==> config.mk <==
export PLATFORM = sky130hd
export DESIGN_NAME = lru_pool_with_pinning_flat
export DESIGN_NICKNAME = d
export VERILOG_FILES = /design/src/rtl/lpp_pkg.sv /design/src/rtl/lpp_req_if.sv /design/src/rtl/lpp_res_if.sv /design/src/rtl/lpp_ram.sv /design/src/rtl/lru_pool_with_pinning.sv /design/src/flat_wrapper.sv
export SDC_FILE = /design/constraint.sdc
export NUM_CORES = 1
export LEC_CHECK = 0
export CAP_MARGIN = 20
export CORE_MARGIN = 1
export CORE_UTILIZATION = 35
export CTS_CLUSTER_DIAMETER = 50
export DETAILED_ROUTE_END_ITERATION = 7
export DONT_BUFFER_PORTS = 1
export PLACE_DENSITY = 0.46
export SYNTH_ARGS = -nofsm -noshare
export SYNTH_HDL_FRONTEND = slang
export SYNTH_SLANG_ARGS = --single-unit
==> constraint.sdc <==
create_clock -name clk -period 8 [get_ports clk]
set_clock_uncertainty 0.05 [all_clocks]
set_input_delay 2.4 -clock clk [delete_from_list [all_inputs] [get_ports clk]]
set_output_delay 2.4 -clock clk [all_outputs]
set_load 0.05 [all_outputs]
==> src/rtl/lpp_pkg.sv <==
// Shared constants and codes for the LRU pool with pinned entries.
`default_nettype none

package lpp_pkg;

  // Payload widths fixed by the item formats
  localparam int KEY_W    = 32;
  localparam int CMD_W    = 3;
  localparam int SLOT_W   = 4;
  localparam int STATUS_W = 2;
  localparam int CAP_W    = 5;

  // Configuration port
  localparam int APB_DATA_W = 32;
  localparam int APB_ADDR_W = 3;

  // Defaults
  localparam int POOL_ENTRIES_DEF = 16;
  localparam logic [CAP_W-1:0] CAPACITY_RST = 5'd16;

  // Register indexes
  localparam logic [APB_ADDR_W-3:0] REG_CAPACITY = '0;

  // Commands
  localparam logic [CMD_W-1:0] CMD_ACCESS  = 3'd0;
  localparam logic [CMD_W-1:0] CMD_PIN     = 3'd1;
  localparam logic [CMD_W-1:0] CMD_UNPIN   = 3'd2;
  localparam logic [CMD_W-1:0] CMD_RELEASE = 3'd3;
  localparam logic [CMD_W-1:0] CMD_CLEAR   = 3'd4;

  // Result status codes
  localparam logic [STATUS_W-1:0] STATUS_OK         = 2'd0;
  localparam logic [STATUS_W-1:0] STATUS_ALL_PINNED = 2'd1;
  localparam logic [STATUS_W-1:0] STATUS_ABSENT     = 2'd2;

endpackage

`default_nettype wire

==> src/rtl/lpp_req_if.sv <==
// Command channel: valid/ready with command and key.
`default_nettype none

interface lpp_req_if
  import lpp_pkg::*;
();
  logic             valid;
  logic             ready;
  logic [CMD_W-1:0] command;
  logic [KEY_W-1:0] key;

  modport source (output valid, command, key, input ready);
  modport sink   (input valid, command, key, output ready);
endinterface

`default_nettype wire

==> src/rtl/lpp_res_if.sv <==
// Result channel: valid/ready with the outcome of one command.
`default_nettype none

interface lpp_res_if
  import lpp_pkg::*;
();
  logic                valid;
  logic                ready;
  logic                hit;
  logic [SLOT_W-1:0]   slot;
  logic                evicted;
  logic [KEY_W-1:0]    evicted_key;
  logic [STATUS_W-1:0] status;

  modport source (output valid, hit, slot, evicted, evicted_key, status, input ready);
  modport sink   (input valid, hit, slot, evicted, evicted_key, status, output ready);
endinterface

`default_nettype wire

==> src/rtl/lpp_ram.sv <==
// Generic single-write, single-read RAM with registered read data.
`default_nettype none

module lpp_ram #(
  parameter int WIDTH = 32,
  parameter int DEPTH = 16
) (
  input  wire logic                     clk,
  input  wire logic                     we,
  input  wire logic [$clog2(DEPTH)-1:0] waddr,
  input  wire logic [WIDTH-1:0]         wdata,
  input  wire logic [$clog2(DEPTH)-1:0] raddr,
  output logic      [WIDTH-1:0]         rdata
);

  logic [WIDTH-1:0] mem [DEPTH];

  // Write one word; the read data is registered from the read address
  always_ff @(posedge clk) begin
    if (we) begin
      mem[waddr] <= wdata;
    end
    rdata <= mem[raddr];
  end

endmodule

`default_nettype wire

==> src/rtl/lru_pool_with_pinning.sv <==
// LRU pool with pinned entries: top level, sequencer and recency list.
//
// Usage: one command item (access, pin, unpin, release, clear) enters on req
// and yields exactly one result item on rsp. The capacity register sits at
// APB byte address 0 and must be written only while the block is idle; the
// block itself does not enforce this. Keys live in a RAM; the block walks it
// one slot a cycle through a single key comparator, then walks the recency
// list one position a cycle. Clear or an unknown command goes straight to
// the result load. Other commands run the slot scan, then as needed either
// the recency-position search or an insert, preceded by the eviction walk
// and evicted-key read when the pool is full, and last the result load.
// Throughput: one item at a time; req.ready is high only in the idle state.
// A finished result waits in the output register while the next item is
// accepted; when rsp stalls, the sequencer holds its next result back until
// the output register frees.
// Reset (rst, synchronous): pool empty, all pin marks clear, capacity 16,
// no result pending. There is no clearing pass.
`default_nettype none

module lru_pool_with_pinning
  import lpp_pkg::*;
#(
  parameter int POOL_ENTRIES = POOL_ENTRIES_DEF
) (
  input  wire logic                  clk,
  input  wire logic                  rst,
  lpp_req_if.sink                    req,
  lpp_res_if.source                  rsp,
  input  wire logic                  psel,
  input  wire logic                  penable,
  input  wire logic                  pwrite,
  input  wire logic [APB_ADDR_W-1:0] paddr,
  input  wire logic [APB_DATA_W-1:0] pwdata,
  output logic      [APB_DATA_W-1:0] prdata,
  output logic                       pready
);

  localparam int IDX_W = $clog2(POOL_ENTRIES);
  localparam int CNT_W = $clog2(POOL_ENTRIES + 1);
  localparam int CW    = CNT_W + CAP_W;

  typedef enum logic [6:0] {
    ST_IDLE   = 7'b0000001,
    ST_SCAN   = 7'b0000010,
    ST_POS    = 7'b0000100,
    ST_EVICT  = 7'b0001000,
    ST_EVRD   = 7'b0010000,
    ST_INSERT = 7'b0100000,
    ST_FINISH = 7'b1000000
  } state_t;

  state_t state;

  // Configuration
  logic [CAP_W-1:0] capacity;
  logic [CW-1:0]    cap_ext;
  logic [CW-1:0]    eff_cap;
  logic [CW-1:0]    count_ext;
  logic             cfg_wr;

  // Pool state
  logic [POOL_ENTRIES-1:0] slot_valid;
  logic [POOL_ENTRIES-1:0] slot_pinned;
  logic [IDX_W-1:0]        order [POOL_ENTRIES];
  logic [CNT_W-1:0]        count;

  // Item in flight
  logic [CMD_W-1:0] cmd_r;
  logic [KEY_W-1:0] key_r;
  logic [CNT_W-1:0] idx;
  logic [IDX_W-1:0] hit_slot;
  logic             free_found;
  logic [IDX_W-1:0] free_slot;
  logic [IDX_W-1:0] ev_slot;
  logic [CNT_W-1:0] rot_cnt;

  // Working result
  logic                w_hit;
  logic [IDX_W-1:0]    w_slot;
  logic                w_ev;
  logic [KEY_W-1:0]    w_evk;
  logic [STATUS_W-1:0] w_status;

  // Output register
  logic                rsp_valid;
  logic                o_hit;
  logic [IDX_W-1:0]    o_slot;
  logic                o_ev;
  logic [KEY_W-1:0]    o_evk;
  logic [STATUS_W-1:0] o_status;
  logic [SLOT_W+IDX_W-1:0] slot_ext;

  // Key RAM
  logic             ram_we;
  logic [IDX_W-1:0] ram_raddr;
  logic [KEY_W-1:0] ram_rdata;

  // Shared comparator and list helpers
  logic             key_match;
  logic [IDX_W-1:0] idx_lo;
  logic [IDX_W-1:0] head_slot;
  logic [CNT_W-1:0] cnt_m1;
  logic [IDX_W-1:0] tail_idx;
  logic             pos_match;
  logic             accept;

  assign accept    = req.valid && req.ready;
  assign idx_lo    = idx[IDX_W-1:0];
  assign key_match = slot_valid[idx_lo] && (ram_rdata == key_r);
  assign head_slot = order[0];
  assign cnt_m1    = count - 1'b1;
  assign tail_idx  = cnt_m1[IDX_W-1:0];
  assign pos_match = (order[idx_lo] == hit_slot) || (idx + 1'b1 >= count);

  // Clamp capacity into 1..POOL_ENTRIES
  assign cap_ext   = {{CNT_W{1'b0}}, capacity};
  assign count_ext = {{CAP_W{1'b0}}, count};
  always_comb begin
    eff_cap = cap_ext;
    if (cap_ext == '0) begin
      eff_cap = CW'(1);
    end else if (cap_ext > CW'(POOL_ENTRIES)) begin
      eff_cap = CW'(POOL_ENTRIES);
    end
  end

  // Configuration port
  assign pready = 1'b1;
  assign cfg_wr = psel && penable && pwrite &&
                  (paddr[APB_ADDR_W-1:2] == REG_CAPACITY);
  always_comb begin
    prdata = '0;
    if (paddr[APB_ADDR_W-1:2] == REG_CAPACITY) begin
      prdata = {{(APB_DATA_W-CAP_W){1'b0}}, capacity};
    end
  end

  always_ff @(posedge clk) begin
    if (rst) begin
      capacity <= CAPACITY_RST;
    end else if (cfg_wr) begin
      capacity <= pwdata[CAP_W-1:0];
    end
  end

  // Pick the key RAM read address for the next cycle
  always_comb begin
    ram_raddr = '0;
    case (state)
      ST_SCAN:  ram_raddr = idx_lo + 1'b1;
      ST_EVICT: ram_raddr = head_slot;
      default:  ram_raddr = '0;
    endcase
  end

  assign ram_we = (state == ST_INSERT) && free_found;

  lpp_ram #(
    .WIDTH (KEY_W),
    .DEPTH (POOL_ENTRIES)
  ) u_key_ram (
    .clk   (clk),
    .we    (ram_we),
    .waddr (free_slot),
    .wdata (key_r),
    .raddr (ram_raddr),
    .rdata (ram_rdata)
  );

  // Handshake outputs
  assign req.ready       = (state == ST_IDLE);
  assign rsp.valid       = rsp_valid;
  assign rsp.hit         = o_hit;
  assign slot_ext        = {{SLOT_W{1'b0}}, o_slot};
  assign rsp.slot        = slot_ext[SLOT_W-1:0];
  assign rsp.evicted     = o_ev;
  assign rsp.evicted_key = o_evk;
  assign rsp.status      = o_status;

  // Sequencer, pool state and recency list
  always_ff @(posedge clk) begin
    if (rst) begin
      state       <= ST_IDLE;
      slot_valid  <= '0;
      slot_pinned <= '0;
      count       <= '0;
      rsp_valid   <= 1'b0;
    end else begin
      // Drop the result once taken, unless the next one loads this cycle
      if (rsp_valid && rsp.ready && state != ST_FINISH) begin
        rsp_valid <= 1'b0;
      end

      case (state)
        ST_IDLE: begin
          if (accept) begin
            cmd_r      <= req.command;
            key_r      <= req.key;
            idx        <= '0;
            free_found <= 1'b0;
            rot_cnt    <= '0;
            w_hit      <= 1'b0;
            w_slot     <= '0;
            w_ev       <= 1'b0;
            w_evk      <= '0;
            w_status   <= STATUS_OK;
            if (req.command == CMD_CLEAR) begin
              slot_valid  <= '0;
              slot_pinned <= '0;
              count       <= '0;
              state       <= ST_FINISH;
            end else if (req.command > CMD_CLEAR) begin
              state <= ST_FINISH;
            end else begin
              state <= ST_SCAN;
            end
          end
        end

        // Compare one slot per cycle; note the first free slot on the way
        ST_SCAN: begin
          if (!slot_valid[idx_lo] && !free_found) begin
            free_found <= 1'b1;
            free_slot  <= idx_lo;
          end
          if (key_match) begin
            w_hit    <= 1'b1;
            w_slot   <= idx_lo;
            hit_slot <= idx_lo;
            if (cmd_r == CMD_PIN) begin
              slot_pinned[idx_lo] <= 1'b1;
              state               <= ST_FINISH;
            end else if (cmd_r == CMD_UNPIN) begin
              slot_pinned[idx_lo] <= 1'b0;
              state               <= ST_FINISH;
            end else begin
              idx   <= '0;
              state <= ST_POS;
            end
          end else if (idx == CNT_W'(POOL_ENTRIES - 1)) begin
            if (cmd_r != CMD_ACCESS) begin
              w_status <= STATUS_ABSENT;
              state    <= ST_FINISH;
            end else if (count_ext >= eff_cap) begin
              state <= ST_EVICT;
            end else begin
              state <= ST_INSERT;
            end
          end else begin
            idx <= idx + 1'b1;
          end
        end

        // Find the hit slot in the list, then move it to the tail or drop it
        ST_POS: begin
          if (pos_match) begin
            for (int i = 0; i < POOL_ENTRIES - 1; i++) begin
              if (CNT_W'(i) >= idx && CNT_W'(i + 1) < count) begin
                order[i] <= order[i+1];
              end
            end
            if (cmd_r == CMD_ACCESS) begin
              order[tail_idx] <= hit_slot;
            end else begin
              count                 <= cnt_m1;
              slot_valid[hit_slot]  <= 1'b0;
              slot_pinned[hit_slot] <= 1'b0;
            end
            state <= ST_FINISH;
          end else begin
            idx <= idx + 1'b1;
          end
        end

        // Rotate pinned heads to the tail; evict the first unpinned head
        ST_EVICT: begin
          if (rot_cnt == count) begin
            w_status <= STATUS_ALL_PINNED;
            state    <= ST_FINISH;
          end else begin
            for (int i = 0; i < POOL_ENTRIES - 1; i++) begin
              if (CNT_W'(i + 1) < count) begin
                order[i] <= order[i+1];
              end
            end
            if (slot_pinned[head_slot]) begin
              order[tail_idx] <= head_slot;
              rot_cnt         <= rot_cnt + 1'b1;
            end else begin
              count                 <= cnt_m1;
              slot_valid[head_slot] <= 1'b0;
              ev_slot               <= head_slot;
              w_ev                  <= 1'b1;
              state                 <= ST_EVRD;
            end
          end
        end

        // Take the evicted key; use the lower of the free slots
        ST_EVRD: begin
          w_evk      <= ram_rdata;
          free_found <= 1'b1;
          if (!free_found || ev_slot < free_slot) begin
            free_slot <= ev_slot;
          end
          state <= ST_INSERT;
        end

        // Place the new key at the most recent end
        ST_INSERT: begin
          if (free_found) begin
            slot_valid[free_slot]          <= 1'b1;
            slot_pinned[free_slot]         <= 1'b0;
            order[count[IDX_W-1:0]]        <= free_slot;
            count                          <= count + 1'b1;
            w_slot                         <= free_slot;
          end else begin
            w_status <= STATUS_ALL_PINNED;
          end
          state <= ST_FINISH;
        end

        // Load the result once the output register is free
        ST_FINISH: begin
          if (!rsp_valid || rsp.ready) begin
            rsp_valid <= 1'b1;
            o_hit     <= w_hit;
            o_slot    <= w_slot;
            o_ev      <= w_ev;
            o_evk     <= w_evk;
            o_status  <= w_status;
            state     <= ST_IDLE;
          end
        end

        default: begin
          state <= ST_IDLE;
        end
      endcase
    end
  end

endmodule

`default_nettype wire
==> src/flat_wrapper.sv <==
// flat-port wrapper written by rule: the top's interface ports become plain ports
module lru_pool_with_pinning_flat import lpp_pkg::*;
#(
  parameter int POOL_ENTRIES = POOL_ENTRIES_DEF
)
  (clk, rst, psel, penable, pwrite, paddr, pwdata, prdata, pready, req_valid, req_command, req_key, req_ready, rsp_valid, rsp_hit, rsp_slot, rsp_evicted, rsp_evicted_key, rsp_status, rsp_ready);
  lpp_req_if req_i ();
  lpp_res_if rsp_i ();
  input  wire logic clk;
  input  wire logic rst;
  input  wire logic psel;
  input  wire logic penable;
  input  wire logic pwrite;
  input  wire logic [APB_ADDR_W-1:0] paddr;
  input  wire logic [APB_DATA_W-1:0] pwdata;
  output logic      [APB_DATA_W-1:0] prdata;
  output logic pready;
  input wire logic [$bits(req_i.valid)-1:0] req_valid;
  input wire logic [$bits(req_i.command)-1:0] req_command;
  input wire logic [$bits(req_i.key)-1:0] req_key;
  output wire logic [$bits(req_i.ready)-1:0] req_ready;
  output wire logic [$bits(rsp_i.valid)-1:0] rsp_valid;
  output wire logic [$bits(rsp_i.hit)-1:0] rsp_hit;
  output wire logic [$bits(rsp_i.slot)-1:0] rsp_slot;
  output wire logic [$bits(rsp_i.evicted)-1:0] rsp_evicted;
  output wire logic [$bits(rsp_i.evicted_key)-1:0] rsp_evicted_key;
  output wire logic [$bits(rsp_i.status)-1:0] rsp_status;
  input wire logic [$bits(rsp_i.ready)-1:0] rsp_ready;
  assign req_i.valid = req_valid;
  assign req_i.command = req_command;
  assign req_i.key = req_key;
  assign req_ready = req_i.ready;
  assign rsp_valid = rsp_i.valid;
  assign rsp_hit = rsp_i.hit;
  assign rsp_slot = rsp_i.slot;
  assign rsp_evicted = rsp_i.evicted;
  assign rsp_evicted_key = rsp_i.evicted_key;
  assign rsp_status = rsp_i.status;
  assign rsp_i.ready = rsp_ready;
  lru_pool_with_pinning #(.POOL_ENTRIES(POOL_ENTRIES)) u_core (.clk(clk), .rst(rst), .req(req_i), .rsp(rsp_i), .psel(psel), .penable(penable), .pwrite(pwrite), .paddr(paddr), .pwdata(pwdata), .prdata(prdata), .pready(pready));
endmodule
==> flow_summary.toml, run 1 <==
[timing]
setup_viol = 0
hold_viol_final = 0
fmax_mhz = 180.1
setup_ws_ns = 2.448
rsz0062_at_grt = "false"
timing.slew.headroom = 0.2073
drv_slew = 0
fin_crit_ns = 5.552
finalCritPeriodShare = 0.6941
fin_setup_tns_ns = 0
worst_pin_slew_ns = 1.189

[die]
die_h_um = 314.7
row_count = 114
io_pins = 152
fp.dieArea_mm2 = 0.09904
core_mm2 = 0.09671
start_util = 0.3539
die_w_um = 314.7

[logic_synthesis]
syn_inst = 2748
synth_edf_count = 714
synthTopCellsByArea = "edfxtp_1, nand2_1, dfxtp_1"
ys_ff_latch = 800
synth_top_area_share = 0.6265
synthArstFlopShare = 0
synth_top_cell_by_area = "edfxtp_1"
synth-main-ff-cell = "edfxtp_1"
ys_seq_area_frac = 0.6768
yosysWarnings = 0
yosysUniqueCellTypes = 77
syn-cell-area_mm2 = 0.03422
avgSynthCellArea_um2 = 12.45

[finish]
nets = 2821
diodes = 0
fill_cells = 8995
syn_to_final_growth_pct = 13.98
drive_above_1_share = 0.1209
final_area_mm2 = 0.03901
postLayoutCoreUtil = 0.4034

[critical_path]
critPathArrivalTime_ns = 3.10
slowest_delay_ns = 0.70
worst_r2r_path_depth = 7
crit_cells = 1
critPathTopFamily = "simple AND/OR/NAND/NOR gates"
rr_endpoint = "u_core.order[10][0]"
path_cells = "nor2b_1"
cp_num_buf_inv = 0
crit_path_start_kind = "primary input"
critPathMaxFanout = 6
slowest_stage = "nor2b_1"
cp.required_ns = 5.55
critical_path_class = "in2out"
r2r_slack_ns = 3.14
endpoint_kind = "output pin"

[clock_tree]
ctsResizeCount = 0
clk_latency_ns = 0.68
cts_buffers = 101
cts.sinks = 800
cts_tree = "yes"
clk_pin_slew_ns = 0.05
htreeDepth = 3
post_cts_buffers = 0
holdBufCountCts = 0
cts_root_buf = "clkbuf_16"
ctsLongestPathBuffers = 3

[flow_run]
max_cap_violations = 0

[global_routing]
antenna_found_initial = 7
busiest_layer = "met2"
grt_usage = 0.1965
grt_pass1_vias = 21710
grt_max_degree = 161
overflow = 0
grtUsageMet1 = 0.2608
grt_pass1_wl_um = 143600
use_met2 = 0.3221
grt.met3_usage = 0.03881

[route]
drtAntennaViolNets = 0
vias = 22160
drc = 0
routed_wl_um = 97900
drt_first_pass_iters = 6
via_per_inst = 5.430
drtIter0Drc = 1771
wl_per_cell_um = 24.00

[power_and_ir_drop]
leakage_nw = 13.08
p_per_area_mw_per_mm2 = 252.8
irDropWorstVdd_uv = 150.5
p_total_mw = 9.862

[place]
hpwl_um = 55770
gp_congestion = 0.8546
pre_cts_ws_ns = 2.451
io_buffers = 0
dpl_cell_area_mm2 = 0.03560

[hold_path]
min_from = "u_core.w_evk[18]"
hold_path_end = "u_core.rsp.evicted_key[18]"
min_path_type = "reg2reg"
whs_path_depth = 0

[run_status]
status = "finished, final reports clean"
-- cell usage in the layout, fill, tap and decap left out, types with 33 or more instances in the layout --
master	synthesis	final
nor3_1	34	33
o21ai_0	92	91
mux2_2	71	71
a21oi_1	85	84
nor2_1	99	87
nand2_1	613	613
a311oi_1	99	99
xnor2_1	42	42
and2_1	40	37
nand3_1	155	155
and3_1	68	67
buf_4	30	42
a31oi_1	57	57
dfxtp_1	86	86
edfxtp_1	714	714
clkbuf_16	0	101
-- per-stage QoR --
stage          hold WS [ns]  instances
3_5_place_dp         0.3545       3890
2_1_floorplan        0.3503       2774
5_1_grt              0.3749       4080
3_3_place_gp         0.3562       3890
4_1_cts              0.3712       4078
6_report             0.3675       4080
-- where the power goes --
part / leakage (nW) / internal (mW) / switching, mW / total [mW]
registers: 7.16 / 4.64 / 0.125 / 4.76
logic: 4.30 / 0.188 / 0.416 / 0.604
clock network: 1.61 / 2.69 / 1.81 / 4.49
total: 13.1 / 7.52 / 2.35 / 9.86
-- Yosys cell counts, types with 6 or more instances --
cell type  instances
a211oi_1           7
a21boi_0           7
a21oi_1           85
a311oi_1          99
a31oi_1           57
and2_1            40
and3_1            68
buf_1             15
buf_2              7
buf_4             30
clkbuf_1         152
dfxtp_1           86
edfxtp_1         714
ha_1              25
inv_1             21
mux2_2            71
mux2i_1           20
mux4_2            21
nand2_1          613
nand2b_1          16
nand3_1          155
nand4_1           13
nand4b_1           6
nor2_1            99
nor2b_1           17
nor3_1            34
nor4_1             8
o21ai_0           92
o22ai_1            6
o311ai_0          15
o41ai_1            7
xnor2_1           42
xor2_1             8
-- state kept, by name (all words and copies together), names as in the netlist, 5 cells and up, named ones only --
name	cells
u_core.capacity	5
u_core.count	5
u_core.idx	5
u_core.key_r	32
u_core.order	64
u_core.rot_cnt	5
u_core.rsp.evicted_key	32
u_core.slot_pinned	16
u_core.slot_valid	16
u_core.state	7
u_core.u_key_ram.mem	512
u_core.u_key_ram.rdata	32
u_core.w_evk	32
-- area by class of cell --
type,count,area [um2],share of cell area
clock inverter,58,650.6,0.01668
timing repair buffer,48,442.9,0.01135
sequential,800,23160,0.5938
clock buffer,130,2726,0.06989
tap,1276,1597,0.04093
multi-input combinational,1743,10340,0.2650
inverter,25,93.84,0.002406
-- metal layers --
| layer | wire length [um] | vias to the layer above |
|---|---|---|
| li1 | - | 10140 |
| met1 | 42240 | 11100 |
| met2 | 46810 | 744 |
| met3 | 6250 | 167 |
| met4 | 2503 | 14 |
| met5 | 94 | - |
-- logic make-up after synthesis --
kind of cell	after synthesis	share of synthesized area
AOI/OAI and AO/OA	436	0.08683
xor gates and xnor gates	50	0.01280
adders and majority gates	25	0.009140
buffers and inverters	231	0.02914
DFF	800	0.6768
muxes	112	0.04303
other	2	0.0002194
and+or+nand+nor	1092	0.1421
-- how the worst max path moves through the flow --
stage	to	from	slack, ns
floorplan	u_core.rsp.evicted	rst	1.66
global placement	prdata[1]	paddr[2]	2.44
detailed placement	prdata[2]	paddr[2]	2.45
CTS	prdata[2]	paddr[2]	2.45
global route	prdata[3]	paddr[2]	2.44
finish	prdata[2]	paddr[2]	2.45
Note: power is estimated with default switching activity, not from simulation.
==> inputs of run 2 (changes only) <==
PLACE_DENSITY = 0.48   (was 0.46)
clock period = 4.69 ns   (was 8 ns; I/O delays follow)
==> run 2 against run 1 <==
Net effect:
- utilization is 0.84 points higher
- non-clock buffer count is 60 higher
- critical path depth is 6 higher
- final cell count is 1.8% higher
- power is 77% higher
- first-iteration DRC count is 12% higher
- via count is 1.1% higher
- cell area is 2.1% higher
- highest routed layer unchanged
==> flow_summary.toml, run 2 (synthesis results as in run 1) <==
[finish]
layout_commonest_cell = "edfxtp_1"
final_cell_mix = "edfxtp_1, nand2_1, nand3_1, clkbuf_16, a311oi_1"
regMostFlops = "u_core.u_key_ram.mem"
largest_reg_flops = 512
nets = 2885
syn_to_final_growth_pct = 16.34
top_regs = "u_core.u_key_ram.mem: 512 flops, u_core.order: 64 flops"
drive_above_1_share = 0.1447

[route]
via_per_inst = 5.395
vias = 22400
drc = 0
drt_first_pass_iters = 6
drtIter0Drc = 1984
drtAntennaViolNets = 0
wl_per_cell_um = 23.87
routed_wl_um = 99100

[critical_path]
critical_path_class = "reg2reg"
critPathTopFamily = "compound AO/OA/AOI/OAI gates"
endpoint_kind = "flip-flop"
path_cells = "mux4_2 -> mux4_2 -> xnor2_1 -> o2111ai_2 -> a211oi_2 -> a21oi_1 -> o31ai_1"
cp.required_ns = 4.94
crit_top_cell = "mux4_2"
critPathArrivalTime_ns = 4.54
critPathMaxFanout = 16
slowest_delay_ns = 0.85
crit_path_start_kind = "flip-flop"
slowest_stage = "dfxtp_1"
cp_num_buf_inv = 0

[clock_tree]
cts_buffers = 105
ctsLongestPathBuffers = 3
holdBufCountCts = 0
ctsResizeCount = 0
cts_tree = "yes"
cts.sinks = 800
cts_root_buf = "clkbuf_16"
clk_latency_ns = 0.68
post_cts_buffers = 0
clk_pin_slew_ns = 0.06
htreeDepth = 3

[run_status]
status = "finished, final reports clean"

[timing]
fin_crit_ns = 4.291
fmax_mhz = 233.0
setup_ws_ns = 0.3986
worst_pin_slew_ns = 1.002
drv_slew = 0
timing.slew.headroom = 0.3322
fin_setup_tns_ns = 0
rsz0062_at_grt = "false"
setup_viol = 0
finalCritPeriodShare = 0.9150
hold_viol_final = 0
timing.hold.ws_ns = 0.3589

[global_routing]
overflow = 0
grt_pass1_vias = 21970
grt_max_degree = 126
grt_pass1_wl_um = 146000
antenna_found_initial = 7
grt_usage = 0.1988

[hold_path]
min_path_type = "reg2reg"

[die]
io_pins = 152
row_count = 114
die_w_um = 314.7
die_h_um = 314.7
core_mm2 = 0.09671
start_util = 0.3539
fp.dieArea_mm2 = 0.09904

[place]
pre_cts_ws_ns = 0.3711
io_buffers = 0
gp_congestion = 0.8823
hpwl_um = 59170

[power_and_ir_drop]
p_per_area_mw_per_mm2 = 438.3
irDropWorstVdd_uv = 273.9
leakage_nw = 13.57

[flow_run]
max_cap_violations = 0
[run 2: cell types whose count changed in the layout (fill, tap and decap cells not counted), moves of 4 or more]
cell | before | now
buf_4 | 42 | 95
buf_12 | 5 | 12
clkinv_2 | 11 | 18
bufinv_16 | 8 | 14
clkbuf_16 | 101 | 107
clkinv_4 | 3 | 8
clkinv_1 | 16 | 12
clkinvlp_4 | 10 | 6
[run 2: final timing paths]
path	startpoint	to	slack (ns)	cells after the start
hold / removal	u_core.w_slot[3]	u_core.rsp.slot[3]	0.36	0
setup reg to reg	flip-flop	u_core.order[10][2]	0.40	7
hold reg to reg	u_core.w_slot[3]	u_core.rsp.slot[3]	0.36	0
setup / recovery	flip-flop	u_core.order[10][2]	0.40	7
[run 2: power by group]
group	internal, mW	leakage, nW	switching (mW)	total (mW)
clock	5.09	1.78	3.18	8.27
sequential	7.91	7.16	0.204	8.12
combinational	0.340	4.63	0.722	1.06
total	13.3	13.6	4.11	17.4
[run 2: through the flow]
stage | instance area (um2) | cells | power (mW) | utilization
floorplan | 34330 | 2774 | 8.926 | -
global placement | 36160 | 3951 | 9.313 | 0.3739
detailed placement | 36160 | 3951 | 9.329 | 0.3739
CTS | 39800 | 4150 | 17.62 | 0.4116
global route | 39820 | 4152 | 17.97 | 0.4117
finish | 39820 | 4152 | 17.45 | 0.4117
[run 2: layout make-up]
| cell class | instances | area [um2] |
|---|---|---|
| antenna | 1 | 2.502 |
| timing repair buffer | 108 | 964.7 |
| tap | 1276 | 1597 |
| inverter | 25 | 93.84 |
| clock inverter | 68 | 818.3 |
| clock buffer | 131 | 2828 |
| fill | 8933 | 56890 |
| sequential | 800 | 23160 |
| multi-input combinational | 1743 | 10350 |
[run 2: routing by layer]
layer | vias up | wire (um) | track usage
li1 | 10280 | - | -
met1 | 11210 | 43910 | 0.2712
met2 | 738 | 47620 | 0.3262
met3 | 160 | 5201 | 0.03355
met4 | 6 | 2324 | 0.05439
met5 | - | 46 | 0
[run 2: worst reg2reg max path, stage by stage, from the launching register on]
cell and delay [ns]:
dfxtp_1 0.85, mux4_2 0.61, mux4_2 0.52, xnor2_1 0.20
o2111ai_2 0.31, a211oi_2 0.49, a21oi_1 0.14, o31ai_1 0.75
==> inputs of run 3 (changes only) <==
--- a/config.mk
+++ b/config.mk
@@ -9,3 +9,3 @@
 export CORE_MARGIN = 1
-export CORE_UTILIZATION = 35
+export CORE_UTILIZATION = 50
 export CTS_CLUSTER_DIAMETER = 50
@@ -13,3 +13,4 @@
 export DONT_BUFFER_PORTS = 1
-export PLACE_DENSITY = 0.48
+export PLACE_DENSITY = 0.65
+export SKIP_LAST_GASP = 1
 export SYNTH_ARGS = -nofsm -noshare
--- a/constraint.sdc
+++ b/constraint.sdc
@@ -4,2 +4,2 @@
 set_output_delay 1.407 -clock clk [all_outputs]
-set_load 0.05 [all_outputs]
+set_load 0.005 [all_outputs]
==> run 3 against run 2 <==
Net effect:
- non-clock buffer count fell by 20
- combinational power is 7% lower
- wire length is 8.8% lower
- maximum frequency up 5.2%
- die area fell by 30%
- setup slack gained 0.21 ns
- sequential power about the same
- clock power down 9.7%
- register-to-register slack better by 0.21 ns
- critical path type unchanged
- largest cell class unchanged
==> flow_summary.toml, run 3 (synthesis results as in run 1) <==
[run_status]
status = "finished, final reports clean"

[clock_tree]
holdBufCountCts = 0
htreeDepth = 3
post_cts_buffers = 0
clk_pin_slew_ns = 0.06
cts_tree = "yes"
ctsLongestPathBuffers = 3
cts_root_buf = "clkbuf_16"
cts.sinks = 800
cts_buffers = 94
clk_latency_ns = 0.66
ctsResizeCount = 0

[timing]
timing.hold.ws_ns = 0.3686
timing.slew.headroom = 0.1766
fin_setup_tns_ns = 0
hold_viol_final = 0
worst_pin_slew_ns = 1.235
rsz0062_at_grt = "false"
setup_ws_ns = 0.6115
fmax_mhz = 245.2
fin_crit_ns = 4.078
setup_viol = 0
finalCritPeriodShare = 0.8696
drv_slew = 0

[critical_path]
critPathArrivalTime_ns = 4.34
critPathMaxFanout = 17
crit_path_start_kind = "flip-flop"
r2r_slack_ns = 0.61
worst_r2r_path_depth = 8
critical_path_class = "reg2reg"
endpoint_kind = "flip-flop"
path_cells = "buf_4 -> mux2i_1 -> a221oi_1 -> mux2_2 -> o2111ai_2 -> o21ai_2 -> a31oi_1 -> o21ai_0"
slowest_stage = "dfxtp_1"
slowest_delay_ns = 0.83
cp.required_ns = 4.95
rr_endpoint = "u_core.order[1][1]"

[finish]
nets = 2854
final_area_mm2 = 0.03883
regMostFlops = "u_core.u_key_ram.mem"
drive_above_1_share = 0.1324
layout.cells.non_filler = 3707
largest_reg_flops = 512
syn_to_final_growth_pct = 13.45
top_regs = "u_core.u_key_ram.mem: 512 flops, u_core.order: 64 flops"
postLayoutCoreUtil = 0.5761
final_cell_mix = "edfxtp_1, nand2_1, nand3_1, a311oi_1, clkbuf_16"
layout_commonest_cell = "edfxtp_1"

[global_routing]
grt_pass1_vias = 21780
grt_pass1_wl_um = 135600
grt_max_degree = 96
grt_usage = 0.2594
antenna_found_initial = 4
overflow = 0

[power_and_ir_drop]
p_per_area_mw_per_mm2 = 426.5
leakage_nw = 13.26
p_total_mw = 16.56
irDropWorstVdd_uv = 337.4

[die]
row_count = 95
fp.dieArea_mm2 = 0.06950
core_mm2 = 0.06740
start_util = 0.5078
die_h_um = 263.6
die_w_um = 263.6
io_pins = 152

[hold_path]
whs_path_depth = 0
min_from = "u_core.w_slot[3]"
min_path_type = "reg2reg"
hold_path_end = "u_core.rsp.slot[3]"

[place]
dpl_cell_area_mm2 = 0.03557
gp_congestion = 0.8859
io_buffers = 0
hpwl_um = 54730
pre_cts_ws_ns = 0.6021
placedCellCount = 3529

[route]
wl_per_cell_um = 24.38
routed_wl_um = 90370
drtAntennaViolNets = 0
drc = 0
drt_first_pass_iters = 5
vias = 22540
via_per_inst = 6.081
drtIter0Drc = 2109

[flow_run]
max_cap_violations = 0
==> run 3: cell types whose count changed in the layout (fill, tap and decap cells not counted), moves of 3 or more <==
cell / delta
clkinvlp_4: +4
bufinv_16: -3
clkinv_2: -9
buf_4: -24
clkbuf_16: -11
clkbuf_1: -5
buf_12: +5
==> run 3: area by class of cell <==
type,count,area (um2)
multi-input combinational,1743,10340
fill,5334,28570
sequential,800,23160
clock inverter,60,708.2
tap,873,1092
antenna,2,5.005
timing repair buffer,88,873.3
inverter,25,93.84
clock buffer,116,2547
==> run 3: layer usage <==
metal  routed length, um  global-route usage
met4                2254             0.08250
met3                5687             0.03414
met2               44510              0.4341
met1               37900              0.3518
met5                  13                   0
==> run 3: worst max path at each step <==
stage / end / slack [ns] / cells past startpoint
after floorplan: u_core.u_key_ram.mem[0][0] / 0.39 / 6
after global placement: u_core.order[8][0] / 0.67 / 7
after detailed placement: u_core.order[13][2] / 0.60 / 8
after CTS: u_core.order[13][3] / 0.60 / 8
after global routing: u_core.order[3][3] / 0.34 / 8
final: u_core.order[1][1] / 0.61 / 8
==> run 3: worst max-delay path: cells and delay by family, from the launching register on <==
family	cells	cell delay [ns]
multiplexers	2	0.49
buffers and inverters	1	0.29
flip-flops	1	0.83
AO/OA/AOI/OAI	5	2.08
==> run 3: where the power goes <==
group	switching, mW	leakage (nW)	internal, mW	total (mW)
Combinational	0.643	4.54	0.343	0.986
Sequential	0.196	7.16	7.91	8.11
Clock	2.95	1.56	4.52	7.47
